**src/rtl/kbt_ram.sv**
```systemverilog
// ----------------------------------------------------------------------------
// kbt_ram
// Generic single-write, single-read RAM with registered read data.
// ----------------------------------------------------------------------------
module kbt_ram #(
   parameter int WIDTH = 8,
   parameter int DEPTH = 16
) (
   input  logic                     clock,
   input  logic                     wr_en,
   input  logic [$clog2(DEPTH)-1:0] wr_addr,
   input  logic [WIDTH-1:0]         wr_data,
   input  logic [$clog2(DEPTH)-1:0] rd_addr,
   output logic [WIDTH-1:0]         rd_data
);

   logic [WIDTH-1:0] mem [DEPTH];

   always_ff @(posedge clock) begin
      if (wr_en) begin
         mem[wr_addr] <= wr_data;
      end
      rd_data <= mem[rd_addr];
   end

endmodule

```
**config.mk**
```make
export PLATFORM = sky130hd
export DESIGN_NAME = kbt_ram
export DESIGN_NICKNAME = d
export VERILOG_FILES = /design/src/rtl/kbt_ram.sv
export SDC_FILE = /design/constraint.sdc
export NUM_CORES = 1
export LEC_CHECK = 0
export ABC_AREA = 0
export BUFFER_PORTS_ARGS = -buffer_cell sky130_fd_sc_hd__buf_2
export CAP_MARGIN = 40
export CORE_MARGIN = 2
export CORE_UTILIZATION = 45
export CTS_BUF_LIST = sky130_fd_sc_hd__clkbuf_16
export DETAILED_ROUTE_END_ITERATION = 8
export PLACE_DENSITY = 0.7
export REMOVE_ABC_BUFFERS = 1
export SKIP_CTS_REPAIR_TIMING = 1
export SYNTH_ARGS = -nofsm -noshare
export SYNTH_HDL_FRONTEND = slang
export SYNTH_SLANG_ARGS = --single-unit
export TNS_END_PERCENT = 20
```
**constraint.sdc**
```tcl
create_clock -name clock -period 2.2 [get_ports clock]
set_clock_uncertainty 0.15 [all_clocks]
set_input_delay 0.22 -clock clock [delete_from_list [all_inputs] [get_ports clock]]
set_output_delay 0.22 -clock clock [all_outputs]
set_load 0.02 [all_outputs]
```
# Word-level counts from Yosys, hierarchy flattened
# Memories as Yosys holds them, arrays and structs flattened. A register that Yosys moved wholly into a read port is not among the register bits.
# Index checks and enable logic that the tools add are counted.
# totals
output_inout_bits	8
word_cells	3
memories	1
ram_bits	128
input_bits	18
reg_bits	0
# mem_list
memory	depth	word_bits	read_ports	rd_ports_with_merged_regs	wr	line_no	rtl
mem	16	8	1	1	1	17	logic [WIDTH-1:0] mem [DEPTH];
# classes
mux	2
# op_table
cell	count
two-way mux 1 bit	2

# Logic depth before layout (Yosys ltp)
# depth
word_depth	2
depth_mapped	5
mapped_depth_nobuf	3

# Worst setup path before layout
# Ideal clock, no wire load.
# synth_path
path_type	in2reg
startpoint	input wr_addr[2]
endpoint	memory mem[0][0] (enable)
stages	2
t_arrival_ns	1.330
slack_ns	0.337
required_time_ns	1.667
path_buffers	0
setup_time_ns	0.383
cell_sequence	or3b_2 nor3_1
# synth_lines
element	line_no	rtl
start, declared	11	input logic [$clog2(DEPTH)-1:0] wr_addr,
end, declared	17	
# Straight into the memory's write port.

==> impl_results.md <==
* CP peak stage delay at 470 ps
* Share of the yosys chip area belonging to registers at 0.778
* Buffers added on ports at 25
* Die Span Y at 111 um
* Number of synthesis warnings at 0
* Crit Path Max Fanout at 1
* Final worst-path cycle share at 0.704
* Slew @ Worst Pin at 387 ps
* HPWL after DPL at a little over 6000 um
* Cell with the largest stage delay on the worst path: mux4_2
* Peak supply drop at a little under 0.6 mV
* Antenna cells at 0
* Non-filler instance count after layout at 440
* Drt initial violations at 228
* Status: complete, no violations
* Sequence of cells on the critical path: mux4_2, a22oi_1, nand2_1
* Top-level I/O count at 26
* Placer's final routability congestion estimate at 0.771
* Vias in the first global route at ~2500
* Number of antenna violations at the first check in global routing at 0
* Net count of the finished layout at 302
* Library cell occupying the most area in the post-synthesis netlist: edfxtp_1
* Final Routed Wirelength at approximately 9700 um
* Top cells by area, synth: edfxtp_1 (75%), mux4_2 (7.9%), mux4_1 (7.1%)
* Commonest cells after routing, fill and taps aside: edfxtp_1 (128), buf_2 (25), mux4_2 (18), buf_4 (18), clkbuf_16 (17)
* Overall track demand over capacity in global routing at 0.170
* Final worst path period need at between 1500 and 2000 ps
* Number of clock sinks seen by CTS at about 140
* Via count normalized by instance count at about 5.6
* Proportion of layout cells with a drive suffix above 1 at 0.316
* Number of remaining DRC errors at 0
* Clock tree from TritonCTS: done
* Fill cell total of the finished layout at ~840
* Cell area after synthesis at 5150 um^2
* Placement Rows at 39
* #FFs+latches synth at 136
* Sw Share at 0.189
* Capturing element type of the critical path: flop
* Worst endpoint data arrival time at ~1700 ps
* Number of vias after detailed routing at 2478
* Clock-pin slew on the worst setup and hold paths at 60 ps
* P_leak at roughly 2.1 nW
* Fraction of power consumed by the clock network at 0.492
* Placeable core region at 11300 um^2
* Number of pins with negative max-slew slack in the final report at 0
* GR Overflow Total at 0
* Min-delay worst type: in -> reg
* Syn_area_per_cell at ~22 um^2
* Die width at 111 um
* Global-route wire length before repair at between 10000 and 15000 um
* Combinational share of power at 0.046
* Slew headroom at 0.742
* Die area at ~12000 um^2
* First-pass DRT Iterations at 4
* Share of the synthesized area in the top cell type at 0.747
* Number of cells after detailed placement at 408
* Number of clock buffers inserted by TritonCTS at 17
* Clock root buffer: clkbuf_16
* Largest net degree at the start of global routing at 25
* Kind of start point of the critical path: flop
* Number of distinct library cell variants in the gate-level netlist after synthesis at 19
* Number of cells produced by synthesis at 229
* Reg area at ~4000 um^2
* Post-route antenna net violation count at 0
* Setup violators final at 0
* Net load switching power at 0.00119 W
* Synthesis-to-finish area growth at 20.9%
* Setup tns final at 0 ps
* Total area of multi-input combinational cells at between 1000 and 1500 um^2
* Timing-limited maximum frequency at about 650 MHz
* Type of the worst setup path: reg -> reg
* Worst-case clock buffer depth at 2
* Clock latency at the later pin of the worst-skew pair at 410 ps
* Post-detailed-route wirelength per cell at between 20 and 25 um
* Number of violations of the max-capacitance limit at 0
* Initial cell density of the core at 0.457
* Final hold vios at 0
* Pint at 0.00513 W
* Required time at the worst-slack endpoint at 2310 ps
* Leading cell type in the layout, fill and taps excluded: edfxtp_1
* Fraction of power consumed by sequential logic at 0.461
* Number of H-tree branching levels at 4
* Total power per unit cell area at 1020 nW/um^2
* RSZ-0062 raised after global routing: false
==> sequential cells by signal, indices dropped and copies added, names as in the netlist <==
register	count
mem	128
rd_data	8
==> power groups by stage <==
stage | logic [W] | clock network, W | registers [W]
3_3_place_gp | 0.000288 | 0 | 0.00297
2_1_floorplan | 0.000116 | 0 | 0.00298
6_report | 0.000293 | 0.00311 | 0.00292
4_1_cts | 0.000296 | 0.00315 | 0.00292
5_1_grt | 0.000316 | 0.00327 | 0.00292
3_5_place_dp | 0.000295 | 0 | 0.00297
==> path summary, 6_finish.rpt <==
kind                   start    endpoint  slack, ps  cells after the start
setup / recovery   mem[3][6]  rd_data[6]        650                      3
hold / removal    wr_data[6]   mem[6][6]         50                      1
setup reg to reg   mem[3][6]  rd_data[6]        650                      3
hold reg to reg   mem[12][5]  rd_data[5]        530                      3
==> cells in the mapped netlist <==
| cell | n |
|---|---|
| edfxtp_1 | 128 |
| mux4_2 | 18 |
| a22oi_1 | 16 |
| mux4_1 | 14 |
| nor2_1 | 13 |
| nand2_1 | 9 |
| dfxtp_1 | 8 |
| nor3_1 | 4 |
| buf_2 | 3 |
| buf_6 | 3 |
| clkdlybuf4s25_2 | 3 |
| nand2b_1 | 2 |
| nand3b_1 | 2 |
| and2_1 | 1 |
| and2b_1 | 1 |
| buf_4 | 1 |
| nand3_1 | 1 |
| nor2b_1 | 1 |
| or3b_2 | 1 |
==> cell families (layout without fill, tap and decap cells) <==
| kind of cell | after synthesis | after routing | share of synthesized area |
|---|---|---|---|
| buf+inv | 10 | 78 | 0.0168 |
| compound gates | 16 | 16 | 0.0233 |
| mux | 32 | 32 | 0.150 |
| flops | 136 | 136 | 0.778 |
| simple gates | 35 | 35 | 0.0318 |
==> metrics by stage <==
| stage | power, W | cell area, um^2 | hold WS [ps] | worst slack [ps] | utilization |
|---|---|---|---|---|---|
| after detailed placement | 0.00327 | 5560 | 470 | 298 | 0.493 |
| after global routing | 0.00651 | 6220 | 47.9 | 573 | 0.552 |
| after global placement | 0.00326 | 5560 | 461 | 324 | 0.493 |
| after CTS | 0.00636 | 6220 | 34.0 | 653 | 0.552 |
| after floorplan | 0.00310 | 5060 | 169 | 337 | - |
| final | 0.00632 | 6220 | 45.9 | 651 | 0.552 |
==> area by class of cell <==
| cell class | count | area share |
|---|---|---|
| Multi-Input combinational cell | 83 | 0.170 |
| Clock inverter | 15 | 0.0378 |
| Timing Repair Buffer | 46 | 0.0515 |
| Clock buffer | 17 | 0.0684 |
| Sequential cell | 136 | 0.644 |
| Tap cell | 143 | 0.0288 |
==> routing by layer <==
metal | GRT usage | vias to the layer above | routed length [um]
li1 | - | 1088 | -
met1 | 0.229 | 1271 | 4290
met2 | 0.258 | 103 | 4650
met3 | 0.0574 | 16 | 557
met4 | 0.0708 | 0 | 160
met5 | 0 | - | 0
==> worst max-delay path: cells and delay by family, from the launching register on <==
family / cells / cell delay [ps]
AO/OA/AOI/OAI: 1 / 260
AND/OR/NAND/NOR: 1 / 170
multiplexers: 1 / 470
flip-flops: 1 / 350
Note: power is estimated with default switching activity, not from simulation.
