**src/rtl/kbt_pkg.sv**
```systemverilog
// ----------------------------------------------------------------------------
// kbt_pkg
// Shared types and codes of the XOR-distance k-bucket routing table.
// ----------------------------------------------------------------------------
package kbt_pkg;

   localparam int ACTION_W     = 2;
   localparam int STATUS_W     = 4;
   localparam int ID_PORT_W    = 64;
   localparam int EP_PORT_W    = 48;
   localparam int BIDX_PORT_W  = 6;
   localparam int REQ_DATA_W   = 120;
   localparam int RSP_DATA_W   = 120;

   localparam logic [ACTION_W-1:0] ACT_CONTACT = 2'd0;
   localparam logic [ACTION_W-1:0] ACT_VERDICT = 2'd1;
   localparam logic [ACTION_W-1:0] ACT_LOOKUP  = 2'd2;

   typedef enum logic [STATUS_W-1:0] {
      RS_ADDED      = 4'd0,
      RS_UPDATED    = 4'd1,
      RS_KNOWN      = 4'd2,
      RS_OWN_ID     = 4'd3,
      RS_PING       = 4'd4,
      RS_KEPT       = 4'd5,
      RS_REPLACED   = 4'd6,
      RS_FOUND      = 4'd7,
      RS_NOT_FOUND  = 4'd8,
      RS_BUSY       = 4'd9,
      RS_NO_PENDING = 4'd10
   } status_type;

   typedef enum logic [1:0] {
      ST_IDLE = 2'b01,
      ST_EXEC = 2'b10
   } state_type;

   typedef struct packed {
      logic [ACTION_W-1:0] action;
      logic                alive;
      logic                own_hit;
      logic                no_pending;
      logic                pend_valid;
   } op_type;

   typedef struct packed {
      status_type             status;
      logic [ID_PORT_W-1:0]   result_id;
      logic [EP_PORT_W-1:0]   result_endpoint;
      logic [BIDX_PORT_W-1:0] bucket_index;
   } rsp_type;

   typedef struct packed {
      logic wr_en;
      logic pend_set;
   } ctl_type;

endpackage

```
**src/rtl/kbt_bucket_update.sv**
```systemverilog
// ----------------------------------------------------------------------------
// kbt_bucket_update
// Decides one item against one bucket row and builds the row to write back.
// ----------------------------------------------------------------------------
module kbt_bucket_update #(
   parameter int ID_BITS       = 64,
   parameter int BUCKET_SLOTS  = 4,
   parameter int ENDPOINT_BITS = 48,
   localparam int EP_W   = (ENDPOINT_BITS < 48) ? ENDPOINT_BITS : 48,
   localparam int RANK_W = (BUCKET_SLOTS > 1) ? $clog2(BUCKET_SLOTS) : 1,
   localparam int FILL_W = $clog2(BUCKET_SLOTS + 1),
   localparam int SLOT_W = ID_BITS + EP_W + RANK_W,
   localparam int ROW_W  = BUCKET_SLOTS * SLOT_W + FILL_W,
   localparam int BIDX_W = $clog2(ID_BITS)
) (
   input  kbt_pkg::op_type    op,
   input  logic [ID_BITS-1:0] peer_id,
   input  logic [EP_W-1:0]    peer_ep,
   input  logic [BIDX_W-1:0]  bucket,
   input  logic               row_valid,
   input  logic [ROW_W-1:0]   row_rd,
   output logic [ROW_W-1:0]   row_wr,
   output kbt_pkg::rsp_type   rsp,
   output kbt_pkg::ctl_type   ctl
);

   logic [ID_BITS-1:0] ids       [BUCKET_SLOTS];
   logic [EP_W-1:0]    eps       [BUCKET_SLOTS];
   logic [RANK_W-1:0]  ranks     [BUCKET_SLOTS];
   logic [ID_BITS-1:0] new_ids   [BUCKET_SLOTS];
   logic [EP_W-1:0]    new_eps   [BUCKET_SLOTS];
   logic [RANK_W-1:0]  new_ranks [BUCKET_SLOTS];
   logic [FILL_W-1:0]  fill;
   logic [FILL_W-1:0]  new_fill;
   logic [BUCKET_SLOTS-1:0] match;
   logic               hit;
   logic [RANK_W-1:0]  hslot;
   logic [RANK_W-1:0]  oslot;
   logic [RANK_W-1:0]  tslot;
   logic [RANK_W-1:0]  old_rank;
   logic               newest;

   always_comb begin
      fill = row_valid ? row_rd[BUCKET_SLOTS*SLOT_W +: FILL_W] : '0;
      for (int s = 0; s < BUCKET_SLOTS; s++) begin
         ids[s]   = row_rd[s*SLOT_W +: ID_BITS];
         eps[s]   = row_rd[s*SLOT_W + ID_BITS +: EP_W];
         ranks[s] = row_rd[s*SLOT_W + ID_BITS + EP_W +: RANK_W];
         match[s] = (FILL_W'(s) < fill) && (ids[s] == peer_id);
      end
      hit   = |match;
      hslot = '0;
      oslot = '0;
      for (int s = BUCKET_SLOTS - 1; s >= 0; s--) begin
         if (match[s]) begin
            hslot = RANK_W'(s);
         end
         if ((FILL_W'(s) < fill) && (ranks[s] == '0)) begin
            oslot = RANK_W'(s);
         end
      end
   end

   always_comb begin
      new_ids   = ids;
      new_eps   = eps;
      new_ranks = ranks;
      new_fill  = fill;
      tslot     = hslot;
      newest    = 1'b0;
      old_rank  = '0;
      ctl       = '0;
      rsp.status          = kbt_pkg::RS_ADDED;
      rsp.result_id       = '0;
      rsp.result_endpoint = '0;
      rsp.bucket_index    = kbt_pkg::BIDX_PORT_W'(bucket);

      if (op.no_pending) begin
         rsp.status       = kbt_pkg::RS_NO_PENDING;
         rsp.bucket_index = '0;
      end else if (op.own_hit) begin
         rsp.status       = kbt_pkg::RS_OWN_ID;
         rsp.bucket_index = '0;
      end else if (op.action[1]) begin
         if (hit) begin
            rsp.status          = kbt_pkg::RS_FOUND;
            rsp.result_id       = kbt_pkg::ID_PORT_W'(peer_id);
            rsp.result_endpoint = kbt_pkg::EP_PORT_W'(eps[hslot]);
         end else begin
            rsp.status = kbt_pkg::RS_NOT_FOUND;
         end
      end else if (hit) begin
         if ((op.action == kbt_pkg::ACT_CONTACT) && (eps[hslot] != peer_ep)) begin
            new_eps[hslot] = peer_ep;
            newest         = 1'b1;
            tslot          = hslot;
            ctl.wr_en      = 1'b1;
            rsp.status     = kbt_pkg::RS_UPDATED;
         end else begin
            rsp.status = kbt_pkg::RS_KNOWN;
         end
      end else if (fill < FILL_W'(BUCKET_SLOTS)) begin
         new_ids[RANK_W'(fill)]   = peer_id;
         new_eps[RANK_W'(fill)]   = peer_ep;
         new_ranks[RANK_W'(fill)] = RANK_W'(fill);
         new_fill                 = FILL_W'(fill + 1'b1);
         ctl.wr_en                = 1'b1;
         rsp.status               = kbt_pkg::RS_ADDED;
      end else begin
         rsp.result_id       = kbt_pkg::ID_PORT_W'(ids[oslot]);
         rsp.result_endpoint = kbt_pkg::EP_PORT_W'(eps[oslot]);
         if (op.action == kbt_pkg::ACT_CONTACT) begin
            if (op.pend_valid) begin
               rsp.status          = kbt_pkg::RS_BUSY;
               rsp.result_id       = '0;
               rsp.result_endpoint = '0;
            end else begin
               ctl.pend_set = 1'b1;
               rsp.status   = kbt_pkg::RS_PING;
            end
         end else if (op.alive) begin
            newest     = 1'b1;
            tslot      = oslot;
            ctl.wr_en  = 1'b1;
            rsp.status = kbt_pkg::RS_KEPT;
         end else begin
            new_ids[oslot] = peer_id;
            new_eps[oslot] = peer_ep;
            newest         = 1'b1;
            tslot          = oslot;
            ctl.wr_en      = 1'b1;
            rsp.status     = kbt_pkg::RS_REPLACED;
         end
      end

      if (newest) begin
         old_rank = ranks[tslot];
         for (int s = 0; s < BUCKET_SLOTS; s++) begin
            if ((FILL_W'(s) < fill) && (ranks[s] > old_rank)) begin
               new_ranks[s] = ranks[s] - 1'b1;
            end
         end
         new_ranks[tslot] = RANK_W'(fill - 1'b1);
      end
   end

   always_comb begin
      row_wr = '0;
      for (int s = 0; s < BUCKET_SLOTS; s++) begin
         row_wr[s*SLOT_W +: SLOT_W] = {new_ranks[s], new_eps[s], new_ids[s]};
      end
      row_wr[BUCKET_SLOTS*SLOT_W +: FILL_W] = new_fill;
   end

endmodule

```
**config.mk**
```make
export PLATFORM = sky130hd
export DESIGN_NAME = kbt_bucket_update
export DESIGN_NICKNAME = d
export VERILOG_FILES = /design/src/rtl/kbt_pkg.sv /design/src/rtl/kbt_bucket_update.sv
export SDC_FILE = /design/constraint.sdc
export NUM_CORES = 2
export LEC_CHECK = 0
export ABC_AREA = 1
export ABC_CLOCK_PERIOD_IN_PS = 9500
export BUFFER_PORTS_ARGS = -buffer_cell sky130_fd_sc_hd__clkbuf_2
export CAP_MARGIN = 10
export CORE_AREA = 2 2 455 457
export DETAILED_ROUTE_END_ITERATION = 16
export DIE_AREA = 0 0 457 459
export PLACE_DENSITY = 0.45
export SLEW_MARGIN = 20
export SYNTH_ARGS = -nofsm -noshare
export SYNTH_HDL_FRONTEND = slang
export SYNTH_SLANG_ARGS = --single-unit
export TNS_END_PERCENT = 50
```
**constraint.sdc**
```tcl
create_clock -name vclk -period 9.5
set_input_delay 1.9 -clock vclk [all_inputs]
set_output_delay 1.9 -clock vclk [all_outputs]
set_load 0.05 [all_outputs]
```
### Word level (Yosys, flattened, before mapping)

Index checks and enable logic that the tools add are counted.

| cells by class | value |
|---|---|
| order comparisons | 17 |
| bitwise gates (word level) | 4 |
| multiplexer cells | 117 |
| equal/unequal tests | 5 |
| reduce and logical (&&, ||, !) cells | 23 |
| add/sub/neg operators | 6 |

Operator list:

| kind | count |
|---|---|
| two-way mux 256 bit | 7 |
| two-way mux 192 bit | 8 |
| two-way mux 112 bit | 7 |
| bitwise mux 192 bit | 3 |
| bitwise mux 256 bit | 2 |
| two-way mux 48 bit | 7 |
| demux 48 bit (select 2 bit) | 3 |
| demux 64 bit (select 2 bit) | 2 |
| == test 64 bit | 4 |
| two-way mux 64 bit | 4 |
| binary-select mux 48 bit (select 2 bit) | 2 |
| binary-select mux 64 bit (select 2 bit) | 1 |
| two-way mux 116 bit | 1 |
| two-way mux 2 bit | 31 |
| two-way mux 8 bit | 6 |
| inequality test 48 bit | 1 |
| two-way mux 4 bit | 7 |
| two-way mux 3 bit | 6 |
| logical AND 1 bit | 17 |
| bitwise mux 8 bit | 2 |
| two-way mux 1 bit | 13 |
| greater-or-equal comparator 3 bit (second input constant) | 4 |
| < comparator 3 x 1 -> 1 bit (second input constant) | 4 |
| two-way mux 6 bit | 2 |
| other kinds (11) | 28 |

| storage, ports and cells | value |
|---|---|
| word-level logic and storage cells | 172 |
| bits in registers | 0 |
| output and inout bits | 583 |

### Longest topological paths before layout

| logic depth | value |
|---|---|
| depth in word-level cells | 23 |
| depth in mapped cells | 33 |
| mapped depth without buffers | 28 |

### Worst setup path before layout

OpenSTA, ideal clock, no wires.

| path | value |
|---|---|
| kind | input port to output port |
| start | in peer_id[41] |
| end | out row_wr[112] |
| cell stages on the path | 28 |
| slack | 2.121 ns |
| data arrival time | 5.479 ns |
| required time | 7.600 ns |
| path through | buf_2 > inv_2 > buf_4 > nand2_1 > a21oi_1 > nand2_1 > nor2_1 > nand2_1 > nor2_1 > nand3_2 > nand3_2 > nand2_2 > buf_6 > inv_1 > nand2_1 > nand2_1 > o22ai_1 > a221oi_1 > ha_1 > nor2_1 > nor2_1 > o21ai_0 > nand2_1 > nand2_1 > nand3_1 > nand2_1 > nand4_1 > nand2_1 |

| between the ends | value |
|---|---|
| longest elaborated chain between the ends | 22 |
| elaborated cells on any way between the ends | 49 |
| those cells by class | order compare: 3; eq/ne: 5; mux: 31; bitwise: 2; reduce/logical: 8 |

Ends and longest elaborated chain:

| what | RTL line | text |
|---|---|---|
| from (decl) | kbt_bucket_update.sv:17 | `input logic [ID_BITS-1:0] peer_id,` |
| == test 64 bit | kbt_bucket_update.sv:49 | `match[s] = (FILL_W'(s) < fill) && (ids[s] == peer_id);` |
| logical AND 1 bit | kbt_bucket_update.sv:49 |  |
| two-way mux 2 bit (4 in series) | kbt_bucket_update.sv:55 | `if (match[s]) begin` |
| two-way mux 2 bit | kbt_bucket_update.sv:112 | `if (op.action == kbt_pkg::ACT_CONTACT) begin` |
| two-way mux 2 bit | kbt_bucket_update.sv:102 | `end else if (fill < FILL_W'(BUCKET_SLOTS)) begin` |
| two-way mux 2 bit | kbt_bucket_update.sv:92 | `end else if (hit) begin` |
| two-way mux 2 bit | kbt_bucket_update.sv:84 | `end else if (op.action[1]) begin` |
| two-way mux 2 bit | kbt_bucket_update.sv:81 | `end else if (op.own_hit) begin` |
| [2 not listed] | -- |  |
| binary-select mux 2 bit (select 2 bit) | kbt_bucket_update.sv:137 | `old_rank = ranks[tslot];` |
| two-way mux 2 bit (not written as such) (2 in series) | kbt_bucket_update.sv:137 |  |
| > comparator 2 bit | kbt_bucket_update.sv:139 | `if ((FILL_W'(s) < fill) && (ranks[s] > old_rank)) begin` |
| logical AND 1 bit | kbt_bucket_update.sv:139 |  |
| two-way mux 2 bit | kbt_bucket_update.sv:139 |  |
| two-way mux 2 bit | kbt_bucket_update.sv:136 | `if (newest) begin` |
| bitwise mux 8 bit | kbt_bucket_update.sv:143 | `new_ranks[tslot] = RANK_W'(fill - 1'b1);` |
| two-way mux 8 bit * | kbt_bucket_update.sv:136 |  |
| to (decl) | kbt_bucket_update.sv:22 | `output logic [ROW_W-1:0] row_wr,` |

Every way passes the cells marked *; elsewhere a longest branch is shown, timed or not. The select of a mux whose other input is x is not followed.

### Worst setup path in the final report

| path | value |
|---|---|
| start | in peer_id[6] |
| end | out row_wr[181] |

| between the ends | value |
|---|---|
| longest elaborated chain between the ends | 17 |
| elaborated cells on any way between the ends | 30 |
| those cells by class | order compare: 2; eq/ne: 5; mux: 15; bitwise: 1; reduce/logical: 7 |

Ends and longest elaborated chain:

| what | RTL line | text |
|---|---|---|
| == test 64 bit | kbt_bucket_update.sv:49 |  |
| logical AND 1 bit | kbt_bucket_update.sv:49 |  |
| two-way mux 2 bit (4 in series) | kbt_bucket_update.sv:55 |  |
| inverter 2 -> 3 bit (not written as such) | kbt_bucket_update.sv:93, kbt_bucket_update.sv:94 |  |
| binary-select mux 48 bit (select 2 bit), or another cell as far along | kbt_bucket_update.sv:93 | `if ((op.action == kbt_pkg::ACT_CONTACT) && (eps[hslot] != peer_ep)) begin` |
| two-way mux 48 bit (not written as such) or logical AND 1 bit (tied branches) | kbt_bucket_update.sv:93, kbt_bucket_update.sv:94 |  |
| two-way mux 48 bit, on equally long branches | kbt_bucket_update.sv:93, kbt_bucket_update.sv:94 |  |
| inequality test 48 bit or demux 48 bit (select 2 bit) (tied branches) | kbt_bucket_update.sv:93, kbt_bucket_update.sv:94 |  |
| logical AND 1 bit or bitwise mux 192 bit (tied branches) | kbt_bucket_update.sv:93, kbt_bucket_update.sv:94 |  |
| two-way mux 192 bit | kbt_bucket_update.sv:93 |  |
| two-way mux 192 bit * | kbt_bucket_update.sv:92 |  |
| two-way mux 192 bit * | kbt_bucket_update.sv:84 |  |
| two-way mux 192 bit * | kbt_bucket_update.sv:81 |  |
| two-way mux 192 bit * | kbt_bucket_update.sv:78 | `if (op.no_pending) begin` |

Marked as above.

==> flow_metrics.py <==
metrics = {
    "status": {
        "status": "complete, no violations",
    },
    "layout": {
        "multi_input_area_um2": 30500,
        "n_fill_cell": 24000,
        "final_core_util": 0.244,
        "final_nets": 8785,
        "final_area_um2": 50100,
        "seq_cell_count": 0,
        "stdcell_count": 11000,
        "seqCellArea_um2": 0,
        "n_clock_buffer": 0,
        "syn_to_final_growth_pct": 40.7,
        "drive_above_1_share": 0.187,
    },
    "floorplan": {
        "die_h_um": 459,
        "fp-row-count": 167,
        "boundaryPins": 1167,
        "initial_core_util": 0.173,
        "die_w_um": 457,
        "fp.coreArea_um2": 206000,
        "die_area_um2": 210000,
    },
    "worst_hold_path": {
        "hold_class": "input port to output port",
        "holdPathStages": 4,
        "hold_start": "bucket[3]",
    },
    "power": {
        "clock_power_share": 0,
        "p_total_mw": 3.18,
        "p_int_uw": 928,
        "p_comb_frac": 1.000,
        "power.leakage_nw": 21.9,
        "ir_drop_mv": 0.0453,
        "pwr-share-seq": 0,
        "netSwitchingFraction": 0.708,
        "p_switching_mw": 2.25,
        "p_per_area_nw_per_um2": 63.4,
    },
    "run": {
        "drv_cap": 0,
    },
    "placement": {
        "io_buffers": 1167,
        "dp_hpwl_mm": 276,
        "place.gp.congestion": 1.08,
        "place_area_um2": 49700,
        "post-place-ws_ns": -0.410,
        "place_inst": 10900,
    },
    "timing": {
        "timing.final.ws_setup_ns": 0.245,
        "fin_crit_sh": 0.974,
        "max_freq_ghz": 0.108,
        "rsz0062_at_grt": "no",
        "hold_viol_final": 0,
        "whs_ns": 4.19,
        "layout_min_cycle_time_ns": 9.25,
        "worst_pin_slew_ns": 1.15,
        "tns_ns": 0,
        "finalMaxSlewViolations": 0,
        "setup_viol": 0,
        "slew_headroom": 0.235,
    },
    "global_routing": {
        "grt_pass1_wl_mm": 473,
        "grt_pass1_vias": 54700,
        "antenna_found_initial": 116,
        "grt_usage": 0.316,
        "grt_overflow": 0,
        "grt_start_max_net_pins": 139,
    },
    "routing": {
        "wirelength_mm": 353,
        "viasPerCell": 5.60,
        "antenna_left": 0,
        "via_count": 61500,
        "drt_iter0_drc": 8922,
        "drtPass1Iterations": 6,
        "route.detailed.drc": 0,
        "post_drt_wl_per_cell_um": 32.1,
    },
    "synthesis": {
        "post_synth_mux_area_share": 0,
        "synth_top_area_cell": "nand2_1",
        "yosys_warnings": 0,
        "synth_compound_area_frac": 0.364,
        "yosys.area_share.simple": 0.452,
        "synthTopCellsByArea": "nand2_1 (24%), o21ai_0 (12%), nand3_1 (11%)",
        "postSynthCellCount": 7528,
        "syn-mean-instance-area_um2": 4.73,
        "syn-num-nets": 8124,
        "synth_top_family_by_area": "simple AND/OR/NAND/NOR gates",
        "synth_common_cells": "nand2_1 (2,307), o21ai_0 (856), nand3_1 (781)",
        "ys_seq_area_frac": 0,
        "syn-cell-area_um2": 35600,
        "synthXorXnorAreaFrac": 0.0256,
        "synth.top_cell.area_share": 0.243,
        "yosysUniqueCellTypes": 42,
        "yosysMostFrequentCell": "nand2_1",
        "synth_adder_area_share": 0.00422,
    },
    "setup_path": {
        "crit_required_ns": 7.60,
        "slowest_delay_ns": 0.36,
        "cp_data_arrival_time_ns": 7.35,
        "crit_slowest_cell": "nor2_1",
        "endpoint_kind": "output port",
        "path_class": "input port to output port",
        "critPathMaxFanout": 24,
        "crit_top_cell": "nand2_1",
        "start_kind": "input port",
        "crit_start": "peer_id[6]",
        "endpoint": "row_wr[181]",
    },
    "clocking": {
        "postCtsHoldBufs": 0,
    },
}
-- kinds of logic after synthesis --
logic type,Yosys count
buffers and inverters,1357
AO/OA/AOI/OAI,2208
adder cells (fa/ha/maj),12
XOR/XNOR,104
AND/OR/NAND/NOR,3847
-- how the worst min path moves through the flow --
stage,endpoint,slack (ns)
2_1_floorplan,ctl[0],3.99
3_3_place_gp,rsp[3],4.19
3_5_place_dp,rsp[3],4.18
4_1_cts,rsp[3],4.19
5_1_grt,ctl[0],4.20
6_report,rsp[3],4.19
-- placed cells by master (no fill, tap or decap), types with 5 or more instances in the layout --
cell,count
o21a_1,14
nand3_1,779
nand3_4,5
ha_1,8
and2_1,8
o221ai_1,261
o22ai_1,41
nor2_4,13
o21ai_0,856
nor2_2,7
a31oi_1,243
a22oi_1,73
buf_4,184
xnor2_2,5
clkbuf_2,792
nor3_1,174
diode_2,89
nand2_4,9
xnor2_1,86
nor3b_1,6
a21oi_1,597
a221oi_1,50
xor2_1,13
or2_2,13
inv_2,55
o2111ai_1,13
nand2_1,2297
o211ai_1,51
nor4_1,19
buf_12,409
inv_4,8
nor2_1,419
nand4_1,79
inv_1,559
nand3b_1,5
-- repair_timing --
action                                  4_1_cts  5_1_grt
gates cloned                                  1        0
endpoints found under the setup margin      175      195
resized for setup                             5        8
buffers inserted                              4        0
pin swaps                                     2        0
-- power by group through the flow --
stage / registers (mW) / logic [mW] / clock network, mW
2_1_floorplan: 0 / 1.60 / 0
6_report: 0 / 3.18 / 0.00000108
3_3_place_gp: 0 / 3.09 / 0
4_1_cts: 0 / 3.10 / 0
3_5_place_dp: 0 / 3.08 / 0
5_1_grt: 0 / 3.28 / 0.000000597
-- per-layer routing --
metal / GRT usage / vias up / routed length (um)
met2: 0.513 / 4865 / 157000
li1: - / 27200 / -
met5: 0 / - / 195
met4: 0.271 / 28 / 37800
met1: 0.347 / 28200 / 121000
met3: 0.0765 / 1163 / 36900
-- area by class of cell --
| cell class | instances | area share |
|---|---|---|
| multi-input combinational | 6172 | 0.609 |
| tap | 2704 | 0.0676 |
| inverter | 629 | 0.0483 |
| timing repair buffer | 1386 | 0.270 |
| antenna | 89 | 0.00445 |
-- worst max-delay path: cells and delay by family --
family	cells	cell delay [ns]
AND/OR/NAND/NOR	23	3.87
AO/OA/AOI/OAI	1	0.24
buffers and inverters	6	1.24
Power figures use the tool's default switching activity.
